--- src/hdl/cowa_pkg.sv ---
// ----------------------------------------------------------------------------
// cowa_pkg
// shared types and constants for the channel occupancy window average block
// ----------------------------------------------------------------------------
package cowa_pkg;

	localparam int WINDOW_DEPTH = 256;
	localparam int PTR_W        = $clog2(WINDOW_DEPTH);
	localparam int FILL_W       = PTR_W + 1;
	localparam int ACC_W        = 40;
	localparam int TS_W         = 48;
	localparam int SUM_W        = 48;
	localparam int ISUM_W       = 56;
	localparam int DUR_W        = 32;

	localparam logic [8:0] LENGTH_RESET = 9'd200;
	localparam logic [1:0] PUSH_AFTER   = 2'd2;

	localparam logic [1:0] CMD_DURATION = 2'd0;
	localparam logic [1:0] CMD_BEACON   = 2'd1;
	localparam logic [1:0] CMD_CLEAR    = 2'd2;

	localparam logic [2:0] PHY_IDLE  = 3'd0;
	localparam logic [2:0] PHY_CCA   = 3'd1;
	localparam logic [2:0] PHY_TX    = 3'd2;
	localparam logic [2:0] PHY_RX    = 3'd3;
	localparam logic [2:0] PHY_SWT   = 3'd4;
	localparam logic [2:0] PHY_SLEEP = 3'd5;

	typedef struct packed {
		logic [1:0]       cmd;
		logic [2:0]       phy_state;
		logic [DUR_W-1:0] duration_ns;
		logic [TS_W-1:0]  timestamp_ns;
	} in_item_t;

	typedef struct packed {
		logic [39:0] avg_idle_ns;
		logic [39:0] avg_busy_ns;
		logic [47:0] avg_interval_ns;
		logic [8:0]  window_fill;
		logic        bad_state;
		logic        averages_updated;
	} out_item_t;

	// control between sequencer and divider
	typedef struct packed {
		logic start;
		logic busy;
	} div_ctl_t;

endpackage

--- src/hdl/cowa_div.sv ---
// ----------------------------------------------------------------------------
// cowa_div
// restoring divider, one quotient bit per cycle, 56-bit dividend
// ----------------------------------------------------------------------------
module cowa_div
	import cowa_pkg::*;
(
	input  logic              clk,
	input  logic              arst_n,
	input  logic              start,
	input  logic [ISUM_W-1:0] dividend,
	input  logic [FILL_W-1:0] divisor,
	output div_ctl_t          ctl,
	output logic [ISUM_W-1:0] quotient
);
	localparam int CNT_W = $clog2(ISUM_W + 1);

	logic [ISUM_W-1:0] quo_q;
	logic [FILL_W-1:0] rem_q;
	logic [FILL_W-1:0] dsr_q;
	logic [CNT_W-1:0]  cnt_q;
	logic              busy_q;
	logic [FILL_W:0]   trial;

	assign trial = {rem_q, quo_q[ISUM_W-1]} - {1'b0, dsr_q};

	always_ff @(posedge clk or negedge arst_n) begin
		if (!arst_n) begin
			busy_q <= 1'b0;
			cnt_q  <= '0;
		end else if (start) begin
			busy_q <= 1'b1;
			cnt_q  <= CNT_W'(ISUM_W);
		end else if (busy_q) begin
			cnt_q <= cnt_q - 1'b1;
			if (cnt_q == CNT_W'(1)) begin
				busy_q <= 1'b0;
			end
		end
	end

	always_ff @(posedge clk) begin
		if (start) begin
			quo_q <= dividend;
			rem_q <= '0;
			dsr_q <= divisor;
		end else if (busy_q) begin
			if (!trial[FILL_W]) begin
				rem_q <= trial[FILL_W-1:0];
				quo_q <= {quo_q[ISUM_W-2:0], 1'b1};
			end else begin
				rem_q <= {rem_q[FILL_W-2:0], quo_q[ISUM_W-1]};
				quo_q <= {quo_q[ISUM_W-2:0], 1'b0};
			end
		end
	end

	assign ctl.start = start;
	assign ctl.busy  = busy_q;
	assign quotient  = quo_q;
endmodule

--- config.mk ---
export PLATFORM = sky130hd
export DESIGN_NAME = cowa_div
export DESIGN_NICKNAME = d
export VERILOG_FILES = /design/src/hdl/cowa_pkg.sv /design/src/hdl/cowa_div.sv
export SDC_FILE = /design/constraint.sdc
export NUM_CORES = 1
export LEC_CHECK = 0
export BUFFER_PORTS_ARGS = -buffer_cell sky130_fd_sc_hd__buf_2
export CELL_PAD_IN_SITES_DETAIL_PLACEMENT = 0
export CELL_PAD_IN_SITES_GLOBAL_PLACEMENT = 1
export CORE_ASPECT_RATIO = 1.5
export CORE_MARGIN = 2
export CORE_UTILIZATION = 36
export CTS_BUF_LIST = sky130_fd_sc_hd__clkbuf_16
export DETAILED_ROUTE_END_ITERATION = 8
export GPL_TIMING_DRIVEN = 0
export PLACE_DENSITY = 0.79
export SLEW_MARGIN = 10
export SYNTH_ARGS = -nofsm -noshare
export SYNTH_HDL_FRONTEND = slang
export SYNTH_SLANG_ARGS = --single-unit
--- constraint.sdc ---
create_clock -name clk -period 2.19 [get_ports clk]
set_input_delay 0.657 -clock clk [delete_from_list [all_inputs] [get_ports clk]]
set_output_delay 0.657 -clock clk [all_outputs]
set_load 0.005 [all_outputs]
==> results.md <==
* Predominant post-synthesis flop cell: edfxtp_1
* DRT Pass-1 Iters at 4
* First-pass GRT wire length at 13700 um
* Total number of vias at 2688
* Setup TNS at -0.266 ns
* H-tree depth at 3
* IO buf count at 125
* Vias in the first global route at 2750
* Startpoint Class: register
* Critical Path Max Stage Delay at 0.39 ns
* Area Growth Syn to Fin at 35.4%
* Fmax at 438 MHz
* RSZ-0062 raised after global routing: true
* Setup Crit Path Kind: register to register
* Final Worst Setup Slack at -0.0925 ns
* Yosys top cell by area: edfxtp_1
* Post-synthesis register bit count at 81
* Share of layout cells above drive strength 1 at 0.553
* Fillers at 979
* Outcome: complete, but fails checks
* Clk_lat worst skew at 0.34 ns
* Hold Worst Slack at 0.140 ns
* Origin of the critical flop-to-flop path: dsr_q[1]
* Final Critical Period at 2.28 ns
* Drt total wl at 9050 um
* Root buf cell: clkbuf_16
* Total gr overflow at 0
* Die area at 0.0115 mm2
* CTS tree: yes
* Nets at 491
* Die Wd at 88.1 um
* Clock transition at path regs at 0.06 ns
* Final antenna-violating net count at 0
* Gr usage total at 0.160
* P_leak at 2.20 nW
* Critical Path Fanout Max at 6
* IR drop worst, VDD at 368 uV
* Post-Syn Nets at 349
* DP HPWL at 6330 um
* Worst min-delay path class: input port to async pin
* Avg Cell Area, Syn at 14.2 um2
* Clock buffer depth at 2
* Mapped Area at 0.00382 mm2
* Non-Filler Instances at 560
* Largest net degree at the start of global routing at 29
* DRC viols at 0
* Diode count at 0
* Reg2Reg Depth at 10
* Number of synthesized flops with an enable pin at 65
* Worst Setup End Kind: register
* Ratio of final minimum period to clock period at 1.04
* Most frequent cell after synthesis: edfxtp_1
* # hold bufs at CTS at 0
* Wirelength per Cell at 16.2 um
* Slew @ Worst Pin at 0.647 ns
* Register area share after synthesis at 0.604
* Avg Vias per Cell at 4.80
* Worst EP required at 2.41 ns
* Reg2Reg Setup Slack at -0.09 ns
* Synth unique cells at 40
* # setup viols final at 5
* Post-layout power at 0.00495 W
* Synth top cells by count: 65 x edfxtp_1, 55 x mux2_2, 16 x inv_1, 11 x ha_1
* Worst-path cell chain: inv_1, ha_1, nor2b_4, o31a_1, o2bb2ai_2, a211oi_4, buf_12, buf_8, mux2i_1, o21ai_1
* Ys Warns at 0
* Max_slew headroom at 0.568
* Critical path's slowest cell: edfxtp_1
* Post-Place Cells at 538
* Die Ht at 130 um
* RePlAce Congestion at 0.869
* Critical R2R Capture: rem_q[3]
* Clock buffer count from CTS at 9
* Async SR Flop Fraction at 0.0864
* PwrDens at 956 mW/mm2
* TritonCTS Sinks at 81
* Syn Inst Count at 269
* Area contributors post-synth: edfxtp_1 51%, mux2_2 16%, dfxtp_1 4.7%
* DP Area at 0.00465 mm2
* Max-slew violations at 0
* Core Area at 0.0105 mm2
* Clk_skew at 0.00507 ns
* Iter 0 DRT Violations at 85
* Hold Fails Final Rpt at 0
* Starting Density at 0.365
* Failing checks: negative setup slack
* Io pins at 126
* MaxCap Viol Count at 0
* Synth top area share at 0.511
* Final Cell Area at 0.00517 mm2
* Initial antenna violation count at 0
* Critical Path AT at 2.50 ns
* FP Rows at 46
-- placed cells by master (no fill, tap or decap), types with 3 or more instances in the layout --
master / instances
buf_2: 125
edfxtp_1: 65
mux2_2: 55
inv_1: 15
clkbuf_16: 10
ha_1: 9
nand2_1: 8
xnor2_1: 8
nor2_1: 8
dfxtp_1: 8
nand2b_1: 7
dfrtp_1: 7
o21ai_0: 6
buf_4: 5
clkbuf_2: 4
nor2b_1: 4
o21ai_1: 4
nor3_1: 4
clkinvlp_4: 4
mux2i_1: 4
a21oi_1: 3
o31ai_1: 3
a211oi_1: 3
xor2_1: 3
bufinv_16: 3
-- registers in the layout (all words and copies together), names as in the netlist --
| register | cells |
|---|---|
| busy_q | 1 |
| cnt_q | 6 |
| dsr_q | 9 |
| quotient | 56 |
| rem_q | 9 |
-- worst max path at each step --
stage | startpoint | end | slack (ns) | cells past startpoint
after detailed placement | start | quotient[18] | -0.83 | 4
after CTS | dsr_q[1] | rem_q[0] | -0.003 | 10
after global placement | start | quotient[48] | -0.74 | 4
final | dsr_q[1] | rem_q[3] | -0.09 | 10
after floorplan | start | quotient[0] | -0.01 | 3
after global routing | dsr_q[1] | rem_q[3] | -0.17 | 10
-- worst max-delay path: cells and delay by family, from the launching register on --
family                     cells  cell delay [ns]
DFF                            1             0.39
AOI/OAI and AO/OA              4             0.84
buffers and inverters          3             0.36
adders and majority gates      1             0.23
and+or+nand+nor                1             0.13
muxes                          1             0.21
-- repair_timing --
action                                 4_1_cts  5_1_grt
gates resized for setup                     12       20
setup endpoints to repair                   95       66
endpoints found under the hold margin        0        0
buffers inserted                             3        1
gates cloned                                 1        1
pin swaps                                    2        7
-- power by group --
part | total [W] | internal (W) | switching, W
clock | 0.00173 | 0.00111 | 0.000619
combinational | 0.00121 | 0.000656 | 0.000552
sequential | 0.00201 | 0.00187 | 0.000130
-- layer usage --
| metal | vias up | global-route usage | share of wire |
|---|---|---|---|
| li1 | 1296 | - | - |
| met1 | 1295 | 0.183 | 0.40 |
| met2 | 83 | 0.278 | 0.53 |
| met3 | 14 | 0.0443 | 0.053 |
| met4 | 0 | 0.0677 | 0.021 |
| met5 | - | 0 | 0 |
-- stage by stage --
step                      setup WS [ns]  utilization
final                           -0.0925        0.494
after floorplan                 -0.0101            -
after global placement           -0.745        0.444
after CTS                      -0.00270        0.484
after detailed placement         -0.829        0.444
after global routing             -0.170        0.494
-- area by class of cell --
type / count / area [um2] / area share
Sequential cell: 81 / 2310 / 0.446
Buffer: 13 / 83.8 / 0.0162
Timing Repair inverter: 1 / 7.51 / 0.00145
Timing Repair Buffer: 130 / 699 / 0.135
Clock buffer: 9 / 225 / 0.0435
Multi-Input combinational cell: 159 / 1490 / 0.287
Inverter: 16 / 63.8 / 0.0123
Tap cell: 144 / 180 / 0.0348
Clock inverter: 7 / 119 / 0.0230
-- kinds of logic after synthesis --
| kind of cell | after synthesis | synth area share |
|---|---|---|
| flops | 81 | 0.604 |
| mux | 59 | 0.173 |
| simple gates | 42 | 0.0576 |
| compound gates | 35 | 0.0668 |
| buf+inv | 29 | 0.0324 |
| fa+ha+maj | 12 | 0.0413 |
| xor+xnor | 11 | 0.0252 |
Note: power is estimated with default switching activity, not from simulation.
